[config.mk]
export PLATFORM = sky130hd
export DESIGN_NAME = qoi_chunk_decoder_top
export DESIGN_NICKNAME = d
export VERILOG_FILES = /design/src/sv/qcd_pkg.sv /design/src/sv/qcd_ram.sv /design/src/sv/qcd_ctrl.sv /design/src/sv/qcd_datapath.sv /design/src/sv/qoi_chunk_decoder_top.sv
export SDC_FILE = /design/constraint.sdc
export NUM_CORES = 2
export LEC_CHECK = 0
export ABC_AREA = 1
export BUFFER_PORTS_ARGS = -buffer_cell sky130_fd_sc_hd__buf_4
export CAP_MARGIN = 20
export CELL_PAD_IN_SITES_DETAIL_PLACEMENT = 1
export CELL_PAD_IN_SITES_GLOBAL_PLACEMENT = 2
export CORE_MARGIN = 1.5
export CORE_UTILIZATION = 44
export DETAILED_ROUTE_END_ITERATION = 12
export GPL_ROUTABILITY_DRIVEN = 1
export PLACE_DENSITY = 0.76
export SETUP_SLACK_MARGIN = 0.5
export SYNTH_ARGS = -nofsm -noshare
export SYNTH_HDL_FRONTEND = slang
export SYNTH_SLANG_ARGS = --single-unit
export TNS_END_PERCENT = 30
[constraint.sdc]
create_clock -name i_clk -period 16.05 [get_ports i_clk]
set_input_delay 1.605 -clock i_clk [delete_from_list [all_inputs] [get_ports i_clk]]
set_output_delay 1.605 -clock i_clk [all_outputs]
set_load 0.02 [all_outputs]
[src/sv/qcd_pkg.sv]
// Shared types, constants and helper functions of the QOI chunk decoder.
// Used by the controller, the datapath and the top level; no dependencies.
`default_nettype none

package qcd_pkg;

    localparam int PIXEL_COUNT_BITS = 25;
    localparam int INDEX_DEPTH      = 64;
    localparam int INDEX_BITS       = $clog2(INDEX_DEPTH);
    localparam int COPY_BITS        = 7;

    localparam logic [7:0] BYTE_OP_RGB  = 8'hFE;
    localparam logic [7:0] BYTE_OP_RGBA = 8'hFF;

    localparam logic [1:0] TAG_INDEX = 2'b00;
    localparam logic [1:0] TAG_DIFF  = 2'b01;
    localparam logic [1:0] TAG_LUMA  = 2'b10;
    localparam logic [1:0] TAG_RUN   = 2'b11;

    typedef enum logic [1:0] {
        OP_NONE = 2'd0,
        OP_RGB  = 2'd1,
        OP_RGBA = 2'd2,
        OP_LUMA = 2'd3
    } t_op;

    typedef struct packed {
        logic [7:0] data_byte;
        logic       start_image;
    } t_in;

    typedef struct packed {
        logic [7:0] red;
        logic [7:0] green;
        logic [7:0] blue;
        logic [7:0] alpha;
        logic       last_of_run;
        logic       image_done;
    } t_out;

    typedef struct packed {
        logic [7:0] r;
        logic [7:0] g;
        logic [7:0] b;
        logic [7:0] a;
    } t_pixel;

    localparam t_pixel PIXEL_INIT = '{r: 8'd0, g: 8'd0, b: 8'd0, a: 8'd255};

    typedef struct packed {
        logic accept;
        logic exec;
        logic emit;
    } t_cmd;

    typedef struct packed {
        logic produce;
        logic last_copy;
        logic out_free;
    } t_stat;

    // (3r + 5g + 7b + 11a) mod 64; only the low six bits of each channel matter
    function automatic logic [INDEX_BITS-1:0] color_hash(input t_pixel p);
        logic [11:0] sum;
        sum = 12'(p.r) * 12'd3 + 12'(p.g) * 12'd5 + 12'(p.b) * 12'd7 + 12'(p.a) * 12'd11;
        return sum[INDEX_BITS-1:0];
    endfunction

endpackage

`default_nettype wire

[src/sv/qcd_ram.sv]
// Generic single-write, single-read RAM with registered read data.
// Standalone; no package dependency.
`default_nettype none

module qcd_ram #(
    parameter int WIDTH = 32,
    parameter int DEPTH = 64
) (
    input  wire logic                     i_clk,
    input  wire logic                     i_we,
    input  wire logic [$clog2(DEPTH)-1:0] i_waddr,
    input  wire logic [WIDTH-1:0]         i_wdata,
    input  wire logic                     i_re,
    input  wire logic [$clog2(DEPTH)-1:0] i_raddr,
    output logic      [WIDTH-1:0]         o_rdata
);

    logic [WIDTH-1:0] r_mem [DEPTH];

    always_ff @(posedge i_clk) begin
        if (i_we) begin
            r_mem[i_waddr] <= i_wdata;
        end
        if (i_re) begin
            o_rdata <= r_mem[i_raddr];
        end
    end

endmodule

`default_nettype wire

[src/sv/qcd_ctrl.sv]
// Controller state machine of the QOI chunk decoder: accept, decode, emit.
// Depends on qcd_pkg for the command and status structs.
`default_nettype none

module qcd_ctrl (
    input  wire logic          i_clk,
    input  wire logic          i_rst_n,
    input  wire logic          i_in_valid,
    output logic               o_in_stall,
    input  wire qcd_pkg::t_stat i_stat,
    output qcd_pkg::t_cmd      o_cmd
);

    typedef enum logic [2:0] {
        S_IDLE = 3'b001,
        S_EXEC = 3'b010,
        S_EMIT = 3'b100
    } t_state;

    t_state r_state, n_state;

    always_comb begin
        n_state    = r_state;
        o_cmd      = '0;
        o_in_stall = 1'b1;
        unique case (r_state)
            S_IDLE: begin
                o_in_stall   = 1'b0;
                o_cmd.accept = i_in_valid;
                if (i_in_valid) begin
                    n_state = S_EXEC;
                end
            end
            S_EXEC: begin
                o_cmd.exec = 1'b1;
                n_state    = i_stat.produce ? S_EMIT : S_IDLE;
            end
            S_EMIT: begin
                // one copy per cycle while the output register can take it
                o_cmd.emit = i_stat.out_free;
                if (i_stat.out_free && i_stat.last_copy) begin
                    n_state = S_IDLE;
                end
            end
            default: begin
                n_state = S_IDLE;
            end
        endcase
    end

    always_ff @(posedge i_clk) begin
        if (!i_rst_n) begin
            r_state <= S_IDLE;
        end else begin
            r_state <= n_state;
        end
    end

endmodule

`default_nettype wire

[src/sv/qcd_datapath.sv]
// Datapath of the QOI chunk decoder: pixel state, op decode, color index, output register.
// Depends on qcd_pkg and instantiates qcd_ram for the color index.
`default_nettype none

module qcd_datapath (
    input  wire logic                                  i_clk,
    input  wire logic                                  i_rst_n,
    input  wire qcd_pkg::t_cmd                         i_cmd,
    output qcd_pkg::t_stat                             o_stat,
    input  wire qcd_pkg::t_in                          i_in_data,
    input  wire logic                                  i_cfg_we,
    input  wire logic [qcd_pkg::PIXEL_COUNT_BITS-1:0]  i_cfg_data,
    input  wire logic                                  i_out_stall,
    output logic                                       o_out_valid,
    output qcd_pkg::t_out                              o_out_data
);

    logic [qcd_pkg::PIXEL_COUNT_BITS-1:0] r_pixel_count;
    logic [qcd_pkg::PIXEL_COUNT_BITS-1:0] r_emitted;
    logic [qcd_pkg::PIXEL_COUNT_BITS-1:0] remain;
    qcd_pkg::t_pixel                      r_prev;
    qcd_pkg::t_pixel                      px;
    qcd_pkg::t_pixel                      idx_px;
    qcd_pkg::t_pixel                      ram_rdata;
    logic [qcd_pkg::INDEX_DEPTH-1:0]      r_valid;
    qcd_pkg::t_op                         r_pending, n_pending;
    logic [1:0]                           r_left, n_left;
    logic [31:0]                          r_operand, n_operand;
    logic [7:0]                           r_byte;
    logic [qcd_pkg::COPY_BITS-1:0]        r_copies;
    logic [qcd_pkg::COPY_BITS-1:0]        copies_raw, copies_cap;
    logic [7:0]                           vg;
    logic                                 produce;
    logic                                 active;
    logic                                 out_free;
    logic [qcd_pkg::INDEX_BITS-1:0]       hash;

    qcd_ram #(
        .WIDTH ($bits(qcd_pkg::t_pixel)),
        .DEPTH (qcd_pkg::INDEX_DEPTH)
    ) u_index (
        .i_clk   (i_clk),
        .i_we    (i_cmd.exec && produce),
        .i_waddr (hash),
        .i_wdata (px),
        .i_re    (i_cmd.accept),
        .i_raddr (i_in_data.data_byte[qcd_pkg::INDEX_BITS-1:0]),
        .o_rdata (ram_rdata)
    );

    // entries not written since image start read as zero
    assign idx_px = r_valid[r_byte[qcd_pkg::INDEX_BITS-1:0]] ? ram_rdata : '0;
    assign active = r_emitted < r_pixel_count;
    assign remain = r_pixel_count - r_emitted;
    assign vg     = 8'(n_operand[13:8]) + 8'd224;
    assign hash   = qcd_pkg::color_hash(px);

    always_comb begin
        n_pending  = r_pending;
        n_left     = r_left;
        n_operand  = r_operand;
        px         = r_prev;
        copies_raw = qcd_pkg::COPY_BITS'(1);
        produce    = 1'b0;
        if (active) begin
            if (r_pending != qcd_pkg::OP_NONE) begin
                n_operand = {r_operand[23:0], r_byte};
                if (r_left != 2'd0) begin
                    n_left = r_left - 2'd1;
                end else begin
                    produce   = 1'b1;
                    n_pending = qcd_pkg::OP_NONE;
                    unique case (r_pending)
                        qcd_pkg::OP_RGB: begin
                            px.r = n_operand[23:16];
                            px.g = n_operand[15:8];
                            px.b = n_operand[7:0];
                        end
                        qcd_pkg::OP_RGBA: begin
                            px.r = n_operand[31:24];
                            px.g = n_operand[23:16];
                            px.b = n_operand[15:8];
                            px.a = n_operand[7:0];
                        end
                        qcd_pkg::OP_LUMA: begin
                            px.r = r_prev.r + vg - 8'd8 + {4'd0, n_operand[7:4]};
                            px.g = r_prev.g + vg;
                            px.b = r_prev.b + vg - 8'd8 + {4'd0, n_operand[3:0]};
                        end
                        qcd_pkg::OP_NONE: begin
                        end
                    endcase
                end
            end else if (r_byte == qcd_pkg::BYTE_OP_RGB) begin
                n_pending = qcd_pkg::OP_RGB;
                n_left    = 2'd2;
                n_operand = '0;
            end else if (r_byte == qcd_pkg::BYTE_OP_RGBA) begin
                n_pending = qcd_pkg::OP_RGBA;
                n_left    = 2'd3;
                n_operand = '0;
            end else begin
                unique case (r_byte[7:6])
                    qcd_pkg::TAG_INDEX: begin
                        produce = 1'b1;
                        px      = idx_px;
                    end
                    qcd_pkg::TAG_DIFF: begin
                        produce = 1'b1;
                        px.r    = r_prev.r + {6'd0, r_byte[5:4]} - 8'd2;
                        px.g    = r_prev.g + {6'd0, r_byte[3:2]} - 8'd2;
                        px.b    = r_prev.b + {6'd0, r_byte[1:0]} - 8'd2;
                    end
                    qcd_pkg::TAG_LUMA: begin
                        n_pending = qcd_pkg::OP_LUMA;
                        n_left    = 2'd0;
                        n_operand = {26'd0, r_byte[5:0]};
                    end
                    qcd_pkg::TAG_RUN: begin
                        produce    = 1'b1;
                        copies_raw = {1'b0, r_byte[5:0]} + qcd_pkg::COPY_BITS'(1);
                    end
                endcase
            end
        end
    end

    // clip a run to the pixels left in the image
    assign copies_cap = (remain < qcd_pkg::PIXEL_COUNT_BITS'(copies_raw))
                        ? remain[qcd_pkg::COPY_BITS-1:0] : copies_raw;

    assign out_free = !o_out_valid || !i_out_stall;

    assign o_stat.produce   = produce;
    assign o_stat.last_copy = (r_copies == qcd_pkg::COPY_BITS'(1));
    assign o_stat.out_free  = out_free;

    always_ff @(posedge i_clk) begin
        if (!i_rst_n) begin
            r_pixel_count <= '0;
            r_emitted     <= '0;
            r_prev        <= qcd_pkg::PIXEL_INIT;
            r_valid       <= '0;
            r_pending     <= qcd_pkg::OP_NONE;
            r_left        <= 2'd0;
            r_copies      <= '0;
            o_out_valid   <= 1'b0;
        end else begin
            if (i_cfg_we) begin
                r_pixel_count <= i_cfg_data;
            end
            if (i_cmd.accept) begin
                r_byte <= i_in_data.data_byte;
                if (i_in_data.start_image) begin
                    r_prev    <= qcd_pkg::PIXEL_INIT;
                    r_valid   <= '0;
                    r_pending <= qcd_pkg::OP_NONE;
                    r_left    <= 2'd0;
                    r_emitted <= '0;
                end
            end
            if (i_cmd.exec) begin
                r_pending <= n_pending;
                r_left    <= n_left;
                r_operand <= n_operand;
                if (produce) begin
                    r_prev        <= px;
                    r_valid[hash] <= 1'b1;
                    r_copies      <= copies_cap;
                end
            end
            if (i_cmd.emit) begin
                r_emitted              <= r_emitted + qcd_pkg::PIXEL_COUNT_BITS'(1);
                r_copies               <= r_copies - qcd_pkg::COPY_BITS'(1);
                o_out_data.red         <= r_prev.r;
                o_out_data.green       <= r_prev.g;
                o_out_data.blue        <= r_prev.b;
                o_out_data.alpha       <= r_prev.a;
                o_out_data.last_of_run <= (r_copies == qcd_pkg::COPY_BITS'(1));
                o_out_data.image_done  <=
                    ((r_emitted + qcd_pkg::PIXEL_COUNT_BITS'(1)) == r_pixel_count);
            end
            if (i_cmd.emit) begin
                o_out_valid <= 1'b1;
            end else if (!i_out_stall) begin
                o_out_valid <= 1'b0;
            end
        end
    end

endmodule

`default_nettype wire

[src/sv/qoi_chunk_decoder_top.sv]
// Top level of the QOI chunk decoder: joins controller and datapath.
// Depends on qcd_pkg, qcd_ctrl, qcd_datapath and qcd_ram.
`default_nettype none

// Decodes the QOI chunk stream one byte per transfer and emits one transfer per
// decoded pixel. A byte that yields no pixel (op byte of a multi-byte op, any operand
// byte but the last, or any byte after the image is complete) is accepted and then
// decoded. A byte that yields n pixels is accepted, decoded and then emitted as n
// transfers, n being 1 for a single pixel op and up to 62 for a run; the decode cycle
// holds the color-index lookup, the pixel update and the index write-back, and the
// output register passes one pixel per cycle while the output side does not stall.
// Set pixel_count through the configuration port before the first byte; assert
// start_image on the first byte of each image. The 64-entry color index is cleared by
// per-entry valid flags, so there is no clearing pass after reset or at image start.
module qoi_chunk_decoder_top (
    input  wire logic                                 i_clk,
    input  wire logic                                 i_rst_n,
    input  wire logic                                 i_in_valid,
    output logic                                      o_in_stall,
    input  wire qcd_pkg::t_in                         i_in_data,
    output logic                                      o_out_valid,
    input  wire logic                                 i_out_stall,
    output qcd_pkg::t_out                             o_out_data,
    input  wire logic                                 i_cfg_we,
    input  wire logic [qcd_pkg::PIXEL_COUNT_BITS-1:0] i_cfg_data
);

    qcd_pkg::t_cmd  cmd;
    qcd_pkg::t_stat stat;

    qcd_ctrl u_ctrl (
        .i_clk      (i_clk),
        .i_rst_n    (i_rst_n),
        .i_in_valid (i_in_valid),
        .o_in_stall (o_in_stall),
        .i_stat     (stat),
        .o_cmd      (cmd)
    );

    qcd_datapath u_datapath (
        .i_clk       (i_clk),
        .i_rst_n     (i_rst_n),
        .i_cmd       (cmd),
        .o_stat      (stat),
        .i_in_data   (i_in_data),
        .i_cfg_we    (i_cfg_we),
        .i_cfg_data  (i_cfg_data),
        .i_out_stall (i_out_stall),
        .o_out_valid (o_out_valid),
        .o_out_data  (o_out_data)
    );

    // an accepted byte is always decoded in the following cycle
    a_accept_then_exec : assert property (@(posedge i_clk) disable iff (!i_rst_n)
        cmd.accept |=> cmd.exec)
        else $error("accepted byte not decoded in next cycle");

    // a new output pixel appears only after an emit command
    a_out_from_emit : assert property (@(posedge i_clk) disable iff (!i_rst_n)
        (o_out_valid && !$past(o_out_valid)) |-> $past(cmd.emit))
        else $error("output valid rose without emit");

    // the last copy of a run frees the input side
    a_last_copy_frees : assert property (@(posedge i_clk) disable iff (!i_rst_n)
        (cmd.emit && stat.last_copy) |=> !o_in_stall)
        else $error("input still stalled after last copy");

endmodule

`default_nettype wire
* Yosys cells after proc, flatten, opt, wreduce, memory -nomap -nowiden
Memory sizes are Yosys's and may differ from the RTL's. A register that Yosys moved wholly into a read port is not among the register bits. Cells that the tools add are included.
Storage, ports and cells: memory bits (writable) 2048, word-level logic and storage cells 174, output and inout bits 36, bits in registers 227, memories 1
Operators by class: bitwise operators 1, $add $sub $neg 22, multipliers 4, reductions and logical operators 26, mux-type cells 74, equality and inequality tests 20, order comparisons 5
Memory list:
- u_datapath.u_index.r_mem | depth 64, width 32, rd ports 1, clocked after memory_dff 1, wr ports 1, RTL line qcd_ram.sv:18 | logic [WIDTH-1:0] r_mem [DEPTH];
Operators with widths (number):
- 32-bit 2-to-1 mux | 10
- 64-bit 2-to-1 mux | 5
- 24-bit 2-to-1 mux | 4
- 25-bit 2-to-1 mux | 3
- 24-bit one-hot mux with 3 select lines | 1
- 64-bit bitwise OR | 1
- 7-bit 2-to-1 mux | 9
- 24-bit one-hot mux with 2 select lines | 1
- 2-bit 2-to-1 mux | 16
- 25-bit by 1-bit adder with 25-bit output (second input constant) | 1
- 25-bit == test | 1
- 25-bit < comparator | 1
- 25-bit by 7-bit < comparator with 1-bit output | 1
- 25-bit subtractor | 1
- 8-bit by 2-bit adder with 8-bit output | 3
- 8-bit adder | 3
- 8-bit by 2-bit subtractor with 8-bit output (second input constant) | 3
- 6-bit adder | 3
- 8-bit by 4-bit adder with 8-bit output | 2
- 8-bit == test (second input constant) | 2
- 8-bit by 3-bit multiplier with 6-bit output (second input constant) | 2
- 1-bit 2-to-1 mux | 16
- 8-bit 2-to-1 mux | 2
- 2-bit nonzero test | 8
- other kinds (33) | 53

* Longest topological paths before layout
word-level depth 25, mapped depth 50

* Cells and area by module
A second synthesis with hierarchy kept.
Unflattened totals: cells, all modules 9123, area, all modules 99887.0 µm²
By module, submodules not included:
- qcd_ram | sequential area each 62459.9 µm², cells each 6769, area an instance 83058.4 µm², instances 1
- qcd_datapath | sequential area each 5144.9 µm², cells each 2324, area an instance 16651.0 µm², instances 1
- qcd_ctrl | sequential area each 60.1 µm², cells each 30, area an instance 177.7 µm², instances 1

* Worst setup path after synthesis
Ideal clock, no wire load.
path type register -> register, start reg u_datapath.r_byte[1], end mem u_datapath.u_index.r_mem[46][0], enable pin, buffers on the path 5, data required time 15.663 ns, setup time 0.387 ns, cell stages (with the launch flop) 28, data arrival time 11.772 ns, setup slack 3.891 ns, cells stage by stage edfxtp_1 > buf_4 > inv_2 > buf_6 > o211ai_1 > nand3_1 > nand3_1 > nand2_1 > nand3_1 > nand2_2 > buf_6 > clkbuf_1 > a32oi_1 > o311ai_0 > fa_1 > ha_1 > inv_1 > fa_1 > fa_1 > inv_1 > fa_1 > ha_1 > fa_1 > clkbuf_1 > clkinv_1 > nor2_4 > nand2_1 > inv_1
RTL lines:
- start, declared | RTL line qcd_datapath.sv:29 | logic [7:0] r_byte;
- start signal, assigned | RTL line qcd_datapath.sv:153 | r_byte <= i_in_data.data_byte;
- end, declared | RTL line qcd_ram.sv:18

==> metrics <==
routability cong.=0.946; share of post-route cells with drive strength above 1=8.59%; Setup WS post-layout=3.35 ns; die width=472 um; max cap viols=0; R2R depth=44; Synth Cell Area=96700 sq um; Setup CP Type=flip-flop to flip-flop; pin count of the biggest net entering global routing=147; Sink Count=2307; arrival time at the worst endpoint=13.23 ns; DRC=0; post_cts resized=0; Clk Latency, worst-skew pair=0.95 ns; Critical Path RT=16.58 ns; via count=68.1k; status=finished clean; final setup violation count=0; Hold-fix buffers, CTS=0; Global Route Usage Sum=29.9%; Main synth FF type=edfxtp_1; first-pass GRT wire length=484000 um; Period minus WS final=12.70 ns; I/O pin count=75; share of Yosys cell area claimed by the top area cell type=66.6%; gr ovfl total=0; PwrDens=141 nW/um^2; synth unique cells=57; starting density of the core=44.4%; count leader, synth=edfxtp_1; CTS Buf Count=241; leakage=36.1 nW; final setup TNS=0 ns; Routed Antenna Nets=0; routed len/inst=30.3 um; Worst Setup End Kind=flip-flop; Overall Power=15.2 mW; FF-to-FF setup slack=3.35 ns; DP Worst Slack=3.52 ns; CP Buf/Inv Count=10; Worst Hold End=u_datapath.r_valid[51]; Peak VDD IR=279 uV; max frequency=0.0788 GHz; row count=171; Slew @ Worst Pin=1.27 ns; YS warnings=0; CTS tree=yes; Longest Clk Path Bufs=3; initial DRC count=7794; DIE AREA=223000 sq um; Critical R2R Launch=u_datapath.r_emitted[21]; Post CTS Setup Buffer Count=0; hold_sp=u_datapath.r_valid[51]; clock slew at reported path FFs=0.06 ns; Final nets=8315; CP max FO=66; Hold Fails Final Rpt=0; final-report max-slew violation count=0; placed cells=10.7k; Seq/Total Area, Yosys=70.0%; top post-synthesis cells by area=edfxtp_1, o21ai_0, nor2_1, o22ai_1, dfxtp_1; leading cell types by count after synthesis=edfxtp_1, nor2_1, o21ai_0; Hold Path Class=flip-flop to flip-flop; final WL=339000 um; Yosys reg bits=2307; CP max stage delay=0.75 ns; crit share post-route=79.1%; Mean Syn Cell Area=11.8 sq um; CP top delay family=adder cells; Layout area overhead=11.8%; # H-tree levels=4; # fillers=22.3k; hpwl dp=207000 um; Die Y=472 um; Core Area=218000 sq um; Port Buf Inserts=74; Post-synth EDFFs=2146; Vias/cell=6.08; CP startpoint kind=flip-flop; Fin Clk Skew=0.0944 ns; first drt pass iteration count=6; unrepaired setup endpoints after global routing=false; reg2reg end=u_datapath.u_index.r_mem[0][0]; clk root buf=clkbuf_16; number of global-route vias before repair=67.1k; max-slew headroom at the worst pin=15.5%; cell accounting for the most synthesized area=edfxtp_1; Finished Layout Cells=11.2k; initial antenna violation count=27; hold-critical path depth=2; Cells after Synth=8193; FFs w/ async S/R, synth=0%; Syn Nets=8386; CP max-delay cell=inv_2
-- worst min-delay path: stages (launching register included) --
cell     delay, ns
dfxtp_1       0.31
nand2_1       0.06
a21oi_1       0.05
-- power by group --
part	internal, mW	leakage [nW]	switching [mW]	total [mW]
Clock	3.09	3.80	2.46	5.55
Combinational	0.564	11.5	2.28	2.84
Sequential	6.80	20.9	0.0278	6.83
-- worst max path at each step --
stage / start / cells after the start / to
after floorplan: u_datapath.r_byte[1] / 27 / u_datapath.u_index.r_mem[46][0]
after global placement: u_datapath.r_emitted[20] / 44 / u_datapath.u_index.r_mem[11][11]
after detailed placement: u_datapath.r_emitted[20] / 44 / u_datapath.u_index.r_mem[1][11]
after CTS: u_datapath.r_emitted[21] / 44 / u_datapath.u_index.r_mem[1][11]
after global routing: u_datapath.r_emitted[20] / 44 / u_datapath.u_index.r_mem[0][0]
final: u_datapath.r_emitted[21] / 44 / u_datapath.u_index.r_mem[0][0]
-- metal layers --
metal | vias up | global-route usage (%) | share of wire (%)
li1 | 29746 | - | -
met5 | - | 0 | 0.021
met3 | 477 | 4.48 | 7.5
met1 | 35251 | 43.6 | 44
met4 | 12 | 10.5 | 3.6
met2 | 2644 | 45.6 | 45
-- layout by cell type (no fill, tap or decap), drive strengths merged, types with 16 or more instances in the layout --
| cell type | n |
|---|---|
| nand2 | 484 |
| nand3 | 123 |
| xor2 | 49 |
| nand4 | 57 |
| bufinv | 17 |
| nor2 | 1594 |
| xnor2 | 35 |
| dfxtp | 161 |
| nor3 | 20 |
| ha | 116 |
| o22ai | 648 |
| o211ai | 16 |
| inv | 387 |
| a21oi | 190 |
| edfxtp | 2146 |
| o21ai | 1428 |
| buf | 217 |
| clkinv | 128 |
| clkbuf | 309 |
| a22oi | 18 |
| fa | 38 |
| o32ai | 43 |
-- per-stage QoR --
step                hold slack (ns)  area (sq um)  util (%)
global route                  0.485        108000      49.6
CTS                           0.468        108000      49.6
floorplan                     0.406         96700         -
finish                        0.469        108000      49.6
global placement              0.454        100000      46.0
detailed placement            0.459        100000      46.0
-- logic make-up (layout without fill, tap and decap cells) --
| family | Yosys count | after routing | share of synthesized area (%) |
|---|---|---|---|
| AOI/OAI and AO/OA | 2422 | 2422 | 13.9 |
| other | 1 | 8 | 0.00388 |
| and+or+nand+nor | 2302 | 2302 | 9.45 |
| DFF | 2307 | 2307 | 70.0 |
| xor gates and xnor gates | 84 | 84 | 0.761 |
| adders and majority gates | 154 | 154 | 2.29 |
| buffers and inverters | 923 | 1066 | 3.65 |
-- registers in the layout, summed over array words and instances (netlist names) --
register / cells
u_ctrl.r_state: 3
u_datapath.o_out_data: 34
u_datapath.o_out_valid: 1
u_datapath.r_byte: 8
u_datapath.r_copies: 7
u_datapath.r_emitted: 25
u_datapath.r_left: 2
u_datapath.r_operand: 24
u_datapath.r_pending: 2
u_datapath.r_pixel_count: 25
u_datapath.r_prev: 32
u_datapath.r_valid: 64
u_datapath.u_index.o_rdata: 32
u_datapath.u_index.r_mem: 2048
-- layout make-up --
class | count | area [sq um] | share of cell area (%)
diodes | 7 | 17.5 | 0.0162
clock buffers | 309 | 6370 | 5.89
clock inverters | 148 | 1450 | 1.34
inverters | 392 | 1510 | 1.39
multi-input cells | 4963 | 25800 | 23.9
flip-flops and latches | 2307 | 67700 | 62.6
well taps | 2854 | 3570 | 3.30
repair buffers | 217 | 1710 | 1.58
Note: power is estimated with default switching activity, not from simulation.
